### config.mk
export PLATFORM = sky130hd
export DESIGN_NAME = rgbconv_ctrl
export DESIGN_NICKNAME = d
export VERILOG_FILES = /design/src/rtl/core/assert_macros.svh /design/src/rtl/core/rgbconv_pkg.sv /design/src/rtl/core/rgbconv_ctrl.sv
export SDC_FILE = /design/constraint.sdc
export NUM_CORES = 1
export LEC_CHECK = 0
export ABC_AREA = 1
export BUFFER_PORTS_ARGS = -buffer_cell sky130_fd_sc_hd__clkbuf_2
export CORE_ASPECT_RATIO = 1.25
export CORE_UTILIZATION = 38
export DETAILED_ROUTE_END_ITERATION = 12
export PLACE_DENSITY_LB_ADDON = 0.3
export SLEW_MARGIN = 0
export SYNTH_ARGS = -nofsm -noshare
export SYNTH_HDL_FRONTEND = slang
export SYNTH_SLANG_ARGS = --single-unit
### constraint.sdc
create_clock -name clk -period 4 [get_ports clk]
set_input_delay 0.4 -clock clk [delete_from_list [all_inputs] [get_ports clk]]
set_output_delay 0.4 -clock clk [all_outputs]
set_load 0.005 [all_outputs]
### src/rtl/core/assert_macros.svh
// Assertion helpers; every user has clk and rst_n in scope.
`ifndef ASSERT_MACROS_SVH
`define ASSERT_MACROS_SVH

// Same-cycle implication, off during reset.
`define ASSERT_IMPLIES(lbl, ante, cons, msg) \
  lbl: assert property (@(posedge clk) disable iff (!rst_n) (ante) |-> (cons)) \
    else $error(msg);

// Next-cycle implication, off during reset.
`define ASSERT_NEXT(lbl, ante, cons, msg) \
  lbl: assert property (@(posedge clk) disable iff (!rst_n) (ante) |=> (cons)) \
    else $error(msg);

`endif

### src/rtl/core/rgbconv_pkg.sv
package rgbconv_pkg;

  localparam int MAX_WIDTH   = 2048;
  localparam int MAX_HEIGHT  = 4096;
  localparam int COL_W       = $clog2(MAX_WIDTH);
  localparam int WIDTH_W     = 12;
  localparam int HEIGHT_W    = 13;
  localparam int POS_W       = 24;
  localparam int PIX_W       = 24;
  localparam int CH_W        = 8;
  localparam int KROW_W      = 48;
  localparam int COEF_W      = 16;
  localparam int FRAC_BITS   = 12;
  localparam int PROD_W      = CH_W + 1 + COEF_W;
  localparam int RSUM_W      = PROD_W + 2;
  localparam int SUM_W       = RSUM_W + 2;
  localparam int CFG_INDEX_W = 3;
  localparam int DIV_CNT_W   = $clog2(POS_W + 1);

  typedef logic [PIX_W-1:0] pix_t;

  typedef enum logic [CFG_INDEX_W-1:0] {
    CFG_KERNEL_TOP    = 3'd0,
    CFG_KERNEL_MIDDLE = 3'd1,
    CFG_KERNEL_BOTTOM = 3'd2,
    CFG_IMAGE_WIDTH   = 3'd3,
    CFG_IMAGE_HEIGHT  = 3'd4
  } cfg_index_t;

  localparam logic [KROW_W-1:0]   KROW_TOP_RST    = 48'h0000_0000_0000;
  localparam logic [KROW_W-1:0]   KROW_MIDDLE_RST = 48'h0000_1000_0000;
  localparam logic [KROW_W-1:0]   KROW_BOTTOM_RST = 48'h0000_0000_0000;
  localparam logic [WIDTH_W-1:0]  WIDTH_RST       = WIDTH_W'(MAX_WIDTH);
  localparam logic [HEIGHT_W-1:0] HEIGHT_RST      = HEIGHT_W'(MAX_HEIGHT);

  typedef struct packed {
    logic [KROW_W-1:0] top;
    logic [KROW_W-1:0] middle;
    logic [KROW_W-1:0] bottom;
  } kernel_t;

  // Clamped frame size, both at least 1.
  typedef struct packed {
    logic [WIDTH_W-1:0]  width;
    logic [HEIGHT_W-1:0] height;
  } frame_cfg_t;

  // Raster position of the next input pixel.
  typedef struct packed {
    logic [COL_W-1:0] col;
    logic [POS_W-1:0] row;
  } pos_t;

  // Per-result tap masks, index 0 = top / left.
  typedef struct packed {
    logic       produce;
    logic [2:0] row_ok;
    logic [2:0] col_ok;
    logic       last;
  } tap_ctl_t;

  // Nine window pixels, index row*3 + col; row 0 is the oldest line.
  typedef logic [8:0][PIX_W-1:0] window_t;

endpackage

### src/rtl/core/rgbconv_ctrl.sv
module rgbconv_ctrl (
  input  logic                                 clk,
  input  logic                                 rst_n,
  input  logic                                 cfg_valid,
  output logic                                 cfg_ready,
  input  logic [rgbconv_pkg::CFG_INDEX_W-1:0]  cfg_index,
  input  logic [rgbconv_pkg::KROW_W-1:0]       cfg_data,
  input  logic                                 accept,
  output rgbconv_pkg::kernel_t                 kernel,
  output rgbconv_pkg::frame_cfg_t              frame,
  output rgbconv_pkg::pos_t                    pos,
  output logic                                 busy
);

  logic [rgbconv_pkg::KROW_W-1:0]    ktop_r, kmid_r, kbot_r;
  logic [rgbconv_pkg::WIDTH_W-1:0]   width_r;
  logic [rgbconv_pkg::HEIGHT_W-1:0]  height_r;
  logic [rgbconv_pkg::POS_W-1:0]     p_r, p_nxt;
  logic [rgbconv_pkg::COL_W-1:0]     col_r, col_nxt;
  logic [rgbconv_pkg::POS_W-1:0]     row_r, row_nxt;
  logic [rgbconv_pkg::DIV_CNT_W-1:0] div_cnt_r;
  logic [rgbconv_pkg::WIDTH_W-1:0]   div_rem_r;
  logic [rgbconv_pkg::POS_W-1:0]     div_quot_r;
  logic [rgbconv_pkg::WIDTH_W:0]     rem_sh, rem_sub;
  logic [rgbconv_pkg::WIDTH_W-1:0]   rem_nxt;
  logic [rgbconv_pkg::POS_W-1:0]     quot_nxt;
  logic                              cfg_wr;

  assign cfg_ready = 1'b1;
  assign cfg_wr    = cfg_valid && cfg_ready;
  assign kernel    = '{top: ktop_r, middle: kmid_r, bottom: kbot_r};
  assign pos       = '{col: col_r, row: row_r};
  assign busy      = div_cnt_r != '0;

  // 0 -> 1, oversize -> max
  always_comb begin
    frame.width = width_r;
    if (width_r == '0) begin
      frame.width = rgbconv_pkg::WIDTH_W'(1);
    end else if (width_r > rgbconv_pkg::WIDTH_W'(rgbconv_pkg::MAX_WIDTH)) begin
      frame.width = rgbconv_pkg::WIDTH_W'(rgbconv_pkg::MAX_WIDTH);
    end
    frame.height = height_r;
    if (height_r == '0) begin
      frame.height = rgbconv_pkg::HEIGHT_W'(1);
    end else if (height_r > rgbconv_pkg::HEIGHT_W'(rgbconv_pkg::MAX_HEIGHT)) begin
      frame.height = rgbconv_pkg::HEIGHT_W'(rgbconv_pkg::MAX_HEIGHT);
    end
  end

  always_ff @(posedge clk) begin
    if (!rst_n) begin
      ktop_r   <= rgbconv_pkg::KROW_TOP_RST;
      kmid_r   <= rgbconv_pkg::KROW_MIDDLE_RST;
      kbot_r   <= rgbconv_pkg::KROW_BOTTOM_RST;
      width_r  <= rgbconv_pkg::WIDTH_RST;
      height_r <= rgbconv_pkg::HEIGHT_RST;
    end else if (cfg_wr) begin
      case (cfg_index)
        rgbconv_pkg::CFG_KERNEL_TOP:    ktop_r   <= cfg_data;
        rgbconv_pkg::CFG_KERNEL_MIDDLE: kmid_r   <= cfg_data;
        rgbconv_pkg::CFG_KERNEL_BOTTOM: kbot_r   <= cfg_data;
        rgbconv_pkg::CFG_IMAGE_WIDTH:   width_r  <= cfg_data[rgbconv_pkg::WIDTH_W-1:0];
        rgbconv_pkg::CFG_IMAGE_HEIGHT:  height_r <= cfg_data[rgbconv_pkg::HEIGHT_W-1:0];
        default: ;
      endcase
    end
  end

  // position advance; wrap once row reaches height+1
  always_comb begin
    p_nxt   = p_r + rgbconv_pkg::POS_W'(1);
    col_nxt = col_r + rgbconv_pkg::COL_W'(1);
    row_nxt = row_r;
    if (row_r >= rgbconv_pkg::POS_W'(frame.height) + rgbconv_pkg::POS_W'(1)) begin
      p_nxt   = '0;
      col_nxt = '0;
      row_nxt = '0;
    end else if (rgbconv_pkg::WIDTH_W'(col_r) == frame.width - rgbconv_pkg::WIDTH_W'(1)) begin
      col_nxt = '0;
      row_nxt = row_r + rgbconv_pkg::POS_W'(1);
    end
  end

  // restoring divide step: p / width -> row, col
  always_comb begin
    rem_sh   = {div_rem_r, div_quot_r[rgbconv_pkg::POS_W-1]};
    rem_sub  = rem_sh - {1'b0, frame.width};
    rem_nxt  = rem_sh[rgbconv_pkg::WIDTH_W-1:0];
    quot_nxt = {div_quot_r[rgbconv_pkg::POS_W-2:0], 1'b0};
    if (rem_sh >= {1'b0, frame.width}) begin
      rem_nxt     = rem_sub[rgbconv_pkg::WIDTH_W-1:0];
      quot_nxt[0] = 1'b1;
    end
  end

  always_ff @(posedge clk) begin
    if (!rst_n) begin
      p_r       <= '0;
      col_r     <= '0;
      row_r     <= '0;
      div_cnt_r <= '0;
    end else begin
      if (cfg_wr && cfg_index == rgbconv_pkg::CFG_IMAGE_WIDTH) begin
        div_cnt_r <= rgbconv_pkg::DIV_CNT_W'(rgbconv_pkg::POS_W);
      end else if (busy) begin
        div_cnt_r <= div_cnt_r - rgbconv_pkg::DIV_CNT_W'(1);
        if (div_cnt_r == rgbconv_pkg::DIV_CNT_W'(1)) begin
          col_r <= rem_nxt[rgbconv_pkg::COL_W-1:0];
          row_r <= quot_nxt;
        end
      end
      if (accept) begin
        p_r   <= p_nxt;
        col_r <= col_nxt;
        row_r <= row_nxt;
      end
    end
  end

  always_ff @(posedge clk) begin
    if (cfg_wr && cfg_index == rgbconv_pkg::CFG_IMAGE_WIDTH) begin
      div_rem_r  <= '0;
      div_quot_r <= p_r;
    end else if (busy) begin
      div_rem_r  <= rem_nxt;
      div_quot_r <= quot_nxt;
    end
  end

endmodule

Word-level counts from Yosys, hierarchy flattened. Cells that the tools add are included.

Memories kept: 0. Memory bits (read-only): 0. Memory bits (writable): 0. Input bits: 55. Bits in latches: 0. Logic and storage cells: 71. Flip-flop bits (word level): 269.

Reduce and logical (&&, ||, !) cells: 16. Multipliers: 0. Mux-type cells: 23. Bitwise gates (word level): 1. Divide/modulo/power cells: 0. Add/sub/neg operators: 7. Shifts and indexed selects: 0. Equal/unequal tests: 8. Order comparisons: 4.

Operator list (count): 24-bit 2-to-1 mux (9); 11-bit 2-to-1 mux (6); 24-bit by 1-bit adder with 24-bit output (second input constant) (2); 12-bit 2-to-1 mux (3); 13-bit 2-to-1 mux (2); 24-bit by 14-bit greater-or-equal comparator with 1-bit output (1); 13-bit by 1-bit adder with 14-bit output (second input constant) (1); 13-bit by 12-bit greater-or-equal comparator with 1-bit output (1); 13-bit greater-than comparator (second input constant) (1); 13-bit logical NOT (1); 11-bit by 12-bit == test with 1-bit output (1); 12-bit greater-than comparator (second input constant) (1); 12-bit logical NOT (1); 12-bit by 1-bit subtractor with 12-bit output (second input constant) (1); 12-bit subtractor (1); 11-bit by 1-bit adder with 11-bit output (second input constant) (1); 5-bit 2-to-1 mux (2); 2-bit AND reduction (5); 3-bit by 2-bit == test with 1-bit output (second input constant) (2); 2-bit nonzero test (3); 5-bit by 1-bit == test with 1-bit output (second input constant) (1); 5-bit nonzero test (1); 5-bit by 1-bit subtractor with 5-bit output (second input constant) (1); 4-bit AND reduction (1); 10 further kinds (10).

Logic depth before layout (Yosys ltp). Gate-level depths: netlist (run 1).

Depth in word-level cells: 9. Depth in mapped cells: 27. Gate-level depth less buffers: 27.

Worst setup path before layout (run 1). OpenSTA, ideal clock, no wires.

Kind: register -> register. Start point: reg height_r[7] (netlist bit). End point: reg p_r[14] (netlist bit). Slack: 270 ps. Path buffers: 1. Stages on the path, launching flop included: 24. Arrival: 3659 ps. Cell sequence: dfxtp_1 > inv_1 > nand4_1 > nor3_1 > nand3_1 > nand2_1 > nand2_1 > inv_1 > ha_1 > nand3_1 > nor3_1 > inv_1 > nor3_1 > nand4_1 > nand2_1 > inv_1 > ha_1 > nand2_1 > nand3_1 > or4_1 > a21oi_2 > clkbuf_1 > o211ai_1 > a21oi_1.

RTL lines: start: declaration (RTL line rgbconv_ctrl.sv:17) `logic [rgbconv_pkg::HEIGHT_W-1:0] height_r;`; start signal: assignment (RTL line rgbconv_ctrl.sv:57) `height_r <= rgbconv_pkg::HEIGHT_RST;`; start signal: assignment (RTL line rgbconv_ctrl.sv:64) `rgbconv_pkg::CFG_IMAGE_HEIGHT: height_r <= cfg_data[rgbconv_pkg::HEIGHT_W-1:0];`; end signal: assignment (RTL line rgbconv_ctrl.sv:114) `p_r <= p_nxt;`; end: declaration (RTL line rgbconv_ctrl.sv:18) `logic [rgbconv_pkg::POS_W-1:0] p_r, p_nxt;`.

Worst setup path in the final report (run 1).
Start point: reg height_r[6] (netlist bit). End point: reg row_r[8] (netlist bit).

Cells in the longest elaborated chain, start to end: 7. Elaborated cells on any way between the ends: 10. Classes of those cells: add/sub: 1; order compare: 2; eq/ne: 1; mux: 4; reduce/logical: 2.

RTL lines: 13-bit greater-than comparator (RTL line rgbconv_ctrl.sv:46) `end else if (height_r > rgbconv_pkg::HEIGHT_W'(rgbconv_pkg::MAX_HEIGHT)) begin`; 13-bit 2-to-1 mux (RTL line rgbconv_ctrl.sv:46); 13-bit 2-to-1 mux * (RTL line rgbconv_ctrl.sv:44) `if (height_r == '0) begin`; 13-bit by 1-bit adder with 14-bit output * (RTL line rgbconv_ctrl.sv:75) `if (row_r >= rgbconv_pkg::POS_W'(frame.height) + rgbconv_pkg::POS_W'(1)) begin`; 24-bit by 14-bit greater-or-equal comparator with 1-bit output * (RTL line rgbconv_ctrl.sv:75); 3-bit by 1-bit != test with 1-bit output (no source line) / 24-bit 2-to-1 mux (equally long branches); 4-bit AND reduction (no source line) / 24-bit 2-to-1 mux (equally long branches); end signal: assignment (RTL line rgbconv_ctrl.sv:110) `row_r <= quot_nxt;`; end signal: assignment (RTL line rgbconv_ctrl.sv:116) `row_r <= row_nxt;`; end: declaration (RTL line rgbconv_ctrl.sv:20) `logic [rgbconv_pkg::POS_W-1:0] row_r, row_nxt;`.

Every way passes the cells marked *; elsewhere a longest branch is shown, timed or not. A chain may end at the register's enable or synchronous reset.

==> results of run 1 <==
[power by group through the flow]
stage | logic, µW | clock network [µW] | registers, µW
2_1_floorplan | 1910 | 0 | 3460
3_3_place_gp | 2700 | 0 | 3570
3_5_place_dp | 2770 | 0 | 3580
4_1_cts | 2800 | 3000 | 3530
5_1_grt | 3270 | 3090 | 3580
6_report | 2900 | 2950 | 3530
[Yosys cell counts (all sizes together)]
library cell	count	area share
a211oi	2	0.0011
a21o	3	0.0017
a21oi	93	0.037
a221oi	1	0.00067
a31o	1	0.00067
a31oi	13	0.0062
and3	1	0.00048
buf	12	0.0070
clkbuf	83	0.024
clkinv	5	0.0014
conb	1	0.00029
dfxtp	245	0.38
edfxtp	24	0.055
fa	1	0.0015
ha	34	0.033
inv	150	0.043
nand2	278	0.081
nand3	102	0.041
nand3b	11	0.0063
nand4	15	0.0072
nor2	402	0.12
nor3	31	0.012
nor3b	2	0.0011
nor4	6	0.0029
nor4b	1	0.00067
o211ai	9	0.0052
o21a	10	0.0057
o21ai	218	0.084
o21bai	1	0.00058
o22ai	3	0.0014
o311ai	1	0.00067
o31ai	2	0.0011
o41ai	2	0.0013
or2	7	0.0034
or4	1	0.00058
xnor2	5	0.0034
xor2	53	0.036
[registers in the layout, indices dropped and copies added, names as in the netlist]
| register | cells |
|---|---|
| row_r | 24 |
| width_r | 12 |
| ktop_r | 48 |
| kmid_r | 48 |
| p_r | 24 |
| height_r | 13 |
| kbot_r | 48 |
| div_rem_r | 12 |
| div_cnt_r | 5 |
| col_r | 11 |
| div_quot_r | 24 |
[logic make-up after synthesis]
logic type,after synthesis,synth area share
other,1,0.000287
buffers and inverters,250,0.0754
and+or+nand+nor,857,0.273
adders and majority gates,35,0.0341
AOI/OAI and AO/OA,359,0.148
DFF,269,0.431
xor gates and xnor gates,58,0.0389
[placed cells by master, fill, tap and decap left out, drive strengths merged, types with 5 or more instances in the layout]
| master | n |
|---|---|
| nand3b | 11 |
| clkinv | 12 |
| a31oi | 13 |
| o21ai | 218 |
| o21a | 10 |
| nor2 | 402 |
| clkbuf | 294 |
| nor3 | 31 |
| nand3 | 102 |
| xnor2 | 5 |
| inv | 154 |
| nand2 | 280 |
| a21oi | 93 |
| nand4 | 15 |
| ha | 34 |
| nor4 | 6 |
| bufinv | 5 |
| xor2 | 53 |
| edfxtp | 24 |
| o211ai | 9 |
| buf | 40 |
| or2 | 7 |
| dfxtp | 245 |
[repair_timing]
item | in CTS | in global routing
gates cloned | 0 | 3
buffers inserted | 0 | 2
pin swaps | 0 | 4
endpoints found under the hold margin | 0 | 0
endpoints found under the setup margin | 21 | 59
gates resized for setup | 4 | 22
[metrics by stage]
step | cells | hold slack, ps | util | setup slack, ps | setup TNS [ps]
after floorplan | 1830 | 439 | - | 270 | 0
after global placement | 2454 | 455 | 0.440 | 105 | 0
after detailed placement | 2454 | 451 | 0.440 | -24.2 | -26.5
after CTS | 2507 | 57.3 | 0.472 | 43.7 | 0
after global routing | 2512 | 77.5 | 0.476 | -73.3 | -1450
final | 2512 | 85.2 | 0.476 | 265 | 0
[routing by layer]
layer / vias to the layer above / global-route usage
met4: 0 / 0.0949
li1: 6419 / -
met5: - / 0
met3: 67 / 0.0566
met2: 472 / 0.419
met1: 6022 / 0.272
[worst reg2reg max path: stages, from the launching register on]
cell	delay, ps
dfxtp_1	310
inv_1	60
nand4_1	110
nor3_2	150
nand3_1	130
o21ai_1	140
nand2_1	80
inv_1	110
ha_4	150
nand3_2	100
nor3_2	210
inv_1	70
nor3_2	140
buf_4	150
nand4_1	60
nand2_1	70
inv_1	40
ha_1	160
nand2_1	80
nand3_1	120
or4_4	450
a21oi_4	150
buf_4	140
nand2_4	180
a21oi_1	220
nor2_1	60
[final cells by class]
cell class              instances  area, µm²  area share
clock inverters                18        250      0.0156
well taps                     423        529      0.0330
clock buffers                  35        790      0.0492
flip-flops and latches        269       5630       0.351
multi-input cells            1313       6620       0.412
repair buffers                299       1650       0.103
inverters                     155        583      0.0363
[worst min-delay path by stage]
stage | to | slack (ps) | cells after the start | startpoint
2_1_floorplan | height_r[0]$_SDFFE_PN0P_ | 440 | 2 | height_r[0]$_SDFFE_PN0P_
3_3_place_gp | p_r[22]$_SDFFE_PN0P_ | 450 | 2 | p_r[22]$_SDFFE_PN0P_
3_5_place_dp | kmid_r[28]$_SDFFE_PN1P_ | 450 | 2 | kmid_r[28]$_SDFFE_PN1P_
4_1_cts | ktop_r[19]$_SDFFE_PN0P_ | 60 | 3 | cfg_data[19]
5_1_grt | kbot_r[19]$_SDFFE_PN0P_ | 80 | 3 | cfg_data[19]
6_report | kmid_r[28]$_SDFFE_PN1P_ | 90 | 3 | cfg_data[28]
==> run summary, run 1 <==
Clock tree sinks -> 269
Htree depth -> 1
CP Buf/Inv Count -> 6
Clock Skew -> 29.4 ps
Fin area -> 16000 µm²
Synthesized flop and latch total -> 269
Reg-to-reg endpoint -> row_r[8]$_SDFFE_PN0P_
Worst vdd ir -> 0.000346 V
Worst slew margin -> 0.262
Sw frac -> 0.362
Area growth, synth to finish -> 22.8%
Longest Clk Path Bufs -> 3
Power consumption -> 9380 µW
Vias in the first global route -> 12500
Cell Int Power -> 5990 µW
CP Max Fanout -> 22
Starting density of the core -> 0.388
Slew Viols, Final -> 0
Slowest CP cell -> or4_4
WL per Instance -> 17.0 µm
Final period util -> 0.934
Avg Synthesized Cell Area -> 7.14 µm²
Clock transition at path regs -> 70 ps
Final antenna diode count -> 0
Stages on the worst setup path -> 25
I/O Buffers -> 259
Part of the power in registers -> 0.376
CTS root buf -> clkbuf_16
Reg-to-Reg Start -> height_r[6]$_SDFFE_PN0P_
Core Box Area -> 33700 µm²
Initial antenna violation count -> 0
Post-DRT Antenna Nets -> 0
Crit Path Class -> flop to flop
Comb power frac -> 0.310
Grt ovf -> 0
Row count -> 75
DR WL met3 -> 3570 µm
# hold bufs at CTS -> 0
Synthesized cell area -> 13100 µm²
Pwr Density -> 585 nW/µm²
Setup crit end -> row_r[8]$_SDFFE_PN0P_
Sequential fraction of the synthesis area -> 0.431
Max Cap Violations -> 0
Vias post-DR -> 13000
Layout fillers -> 3360
GP Congestion -> 0.900
Worst Hold Class -> input pin to flop
IO Pins -> 261
DP HPWL -> 29500 µm
Ys Warns -> 0
Top routing layer in use -> met4
Critical path arrival -> 4190 ps
CTS tree -> yes
Hold Vio Cnt, Final -> 0
Global-route wire length before repair -> 66600 µm
Slowest Stage Delay on Critical Path -> 450 ps
Setup crit end kind -> flop
Post-route DRC -> 0
Final nets -> 2157
Post-synthesis cell type count -> 48
Layout cells sized above 1 -> 0.193
Req. time, crit path -> 4450 ps
Largest net degree at the start of global routing -> 158
Fin crit period -> 3740 ps
Die area -> 35100 µm²
CP Launch Type -> flop
# setup viols final -> 0
R2R Setup Slk -> 260 ps
CP most frequent cell -> inv_1
WL met2 -> 21000 µm
First DRT Iteration DRCs -> 809
GRT Util Overall -> 0.237
Die X -> 168 µm
Net Switching -> 3390 µW
Post-DP Area -> 14800 µm²
Overall routed net length -> 42700 µm
R2R depth -> 25
DRT Pass-1 Iters -> 7
TritonCTS buffer count -> 29
Synth Instances -> 1829
Status -> finished, final reports clean
Delay-heaviest family, CP -> simple AND/OR/NAND/NOR gates
Leak pwr -> 0.00758 µW
Maximum achievable frequency -> 268 MHz
Power share of the clock group -> 0.314
Measured slew at the worst slew-check pin -> 1110 ps
DIE HEIGHT -> 209 µm
Met1 WL -> 16700 µm
Worst Setup SP -> height_r[6]$_SDFFE_PN0P_
RSZ-0062 raised after global routing -> true
Worst-skew pair later-pin latency -> 570 ps
Vias per cell -> 5.17
Note: power is estimated with default switching activity, not from simulation.
==> inputs of run 2 (changes only) <==
Settings changed: CORE_UTILIZATION 38 to 50, PLACE_DENSITY set to 0.87, PLACE_DENSITY_LB_ADDON 0.3 to not set.
==> run 2 against run 1 <==
Compared with the run above: worst setup slack lost 96 ps; clock skew is 18 ps lower; count of clock-buffer cells in the layout is 3 higher; combinational power is 1% lower; largest cell class unchanged; highest routed layer unchanged.
==> run summary, run 2 (synthesis results as in run 1) <==
Status -> finished, final reports clean
Layout Utilization -> 0.615 (+0.139)
Pwr Density -> 571 nW/µm² (-2.3%)
Setup crit end kind -> flop
Worst vdd ir -> 0.000414 V (+19%)
Post-DRT Antenna Nets -> 0 (unchanged)
CP Max Fanout -> 9 (-59%)
Hold WS -> 122 ps (+37.3 ps)
DRT Pass-1 Iters -> 6 (-1)
Htree depth -> 1 (unchanged)
Worst-skew pair later-pin latency -> 540 ps (-30 ps)
First DRT Iteration DRCs -> 1130 (+40%)
Maximum achievable frequency -> 261 MHz (-2.5%)
Grt ovf -> 0 (unchanged)
Longest Clk Path Bufs -> 3 (unchanged)
Slowest Stage Delay on Critical Path -> 340 ps (-110 ps)
Power consumption -> 8940 µW (-4.7%)
Critical path arrival -> 4300 ps (+110 ps)
Layout fillers -> 2143 (-36%)
Commonest non-fill, non-tap cells in the layout -> 398 x nor2_1, 271 x nand2_1, 258 x clkbuf_2, 244 x dfxtp_1, 213 x o21ai_0
Worst slew margin -> 0.308 (+0.0462)
CP most frequent cell -> nand2_1
GRT Util Overall -> 0.291 (+0.0542)
# setup viols final -> 0 (unchanged)
DP HPWL -> 28200 µm (-4.4%)
IO Pins -> 261 (unchanged)
Post-route DRC -> 0 (unchanged)
Slowest CP cell -> dfxtp_2
CTS tree -> yes
Most used routing layer -> met2
Layout Cells excl Fill -> 2413 (-3.9%)
Area growth, synth to finish -> 19.9%
Global Route met3 Usage -> 0.0598 (+0.00318)
Initial antenna violation count -> 1 (+1)
Global-route wire length before repair -> 63400 µm (-4.8%)
CP Launch Type -> flop
Top Registers -> kbot_r x48, kmid_r x48, ktop_r x48
Placed instance count -> 2361 (-3.8%)
TritonCTS buffer count -> 27 (-6.9%)
Layout cells sized above 1 -> 0.187 (-0.00611)
Die area -> 26800 µm² (-24%)
R2R Setup Slk -> 170 ps (-100 ps)
CTS root buf -> clkbuf_16
Req. time, crit path -> 4470 ps (+20 ps)
Core Box Area -> 25500 µm² (-24%)
GP Congestion -> 0.931 (+3.4%)
Slew Viols, Final -> 0 (unchanged)
Measured slew at the worst slew-check pin -> 1040 ps (-69.3 ps)
Die X -> 147 µm (-13%)
Vias per cell -> 5.52 (+6.7%)
Largest net degree at the start of global routing -> 85 (-46%)
DIE HEIGHT -> 183 µm (-13%)
Worst Hold Class -> input pin to flop
Max Cap Violations -> 0 (unchanged)
Clock tree sinks -> 269 (unchanged)
Final period util -> 0.958 (+0.0239)
Most common cell after layout, fill and taps aside -> nor2_1
Hold Vio Cnt, Final -> 0 (unchanged)
WL per Instance -> 16.5 µm (-2.8%)
I/O Buffers -> 259 (unchanged)
Row count -> 65 (-13%)
Clock Skew -> 11.4 ps (-18.0 ps)
Leak pwr -> 0.00750 µW (-1.0%)
Overall routed net length -> 39900 µm (-6.6%)
Crit Path Class -> flop to flop
Vias post-DR -> 13300 (+2.5%)
Final nets -> 2148 (-0.42%)
Fin crit period -> 3830 ps (+95.6 ps)
Met2 usage -> 0.518 (+0.0988)
M1 GR Usage -> 0.329 (+0.0570)
Vias in the first global route -> 12800 (+2.0%)
Starting density of the core -> 0.513 (+0.125)
Clock transition at path regs -> 60 ps (about the same)
-- run 2: changes by cell type in the layout (fill, tap and decap cells not counted), sizes merged --
cell | before | now
nand2 | 280 | 278
diode | 0 | 1
buf | 40 | 36
bufinv | 5 | 1
clkbuf | 294 | 296
clkinv | 12 | 8
-- run 2: cell type report --
class | instances | area (µm²) | share of cell area
diodes | 1 | 2.50 | 0.000160
clock buffers | 38 | 800 | 0.0511
clock inverters | 10 | 88.8 | 0.00567
inverters | 155 | 584 | 0.0373
multi-input cells | 1311 | 6560 | 0.419
flip-flops and latches | 269 | 5630 | 0.359
well taps | 335 | 419 | 0.0268
repair buffers | 294 | 1580 | 0.101
-- run 2: path summary, 6_finish.rpt --
| kind | endpoint | depth (start not counted) | from |
|---|---|---|---|
| worst min-delay path | kmid_r[13]$_SDFFE_PN0P_ | 3 | cfg_data[13] |
| worst min register to register | p_r[22]$_SDFFE_PN0P_ | 2 | p_r[22]$_SDFFE_PN0P_ |
| worst max register to register | row_r[0]$_SDFFE_PN0P_ | 27 | height_r[4]$_SDFFE_PN0P_ |
| worst max-delay path | row_r[0]$_SDFFE_PN0P_ | 27 | height_r[4]$_SDFFE_PN0P_ |
-- run 2: critical path, delay by kind of cell (launching register included) --
| kind | cells | cell delay, ps |
|---|---|---|
| AO/OA/AOI/OAI | 3 | 430 |
| XOR/XNOR | 1 | 150 |
| adder cells (fa/ha/maj) | 2 | 480 |
| buffers and inverters | 6 | 550 |
| flip-flops | 1 | 340 |
| AND/OR/NAND/NOR | 15 | 1830 |
-- run 2: what timing repair did --
| item | 4_1_cts | 5_1_grt |
|---|---|---|
| setup endpoints to repair | 42 | 58 |
| hold buffers | 0 | 0 |
| buffers inserted | 0 | 3 |
| gates resized for setup | 2 | 23 |
| pin swaps | 0 | 8 |
-- run 2: metrics by stage --
step                worst slack (ps)  TNS, ps  area, µm²
floorplan                        270        0      13100
global placement                 171        0      14700
detailed placement              -137    -2010      14700
CTS                             7.57        0      15500
global route                   -79.9     -974      15700
finish                           169        0      15700
-- run 2: metal layers --
layer  part of all wire  routed length, µm  vias to the layer above
li1                   -                  -                     6411
met1               0.38              15200                     6113
met2               0.49              19500                      644
met3              0.082               3270                      141
met4              0.049               1940                        0
met5                  0                  0                        -
-- run 2: where the power goes --
group	switching, µW	total, µW	internal, µW
Sequential	348	3520	3170
Combinational	1810	2860	1050
Clock	1100	2560	1460
Total	3260	8940	5680
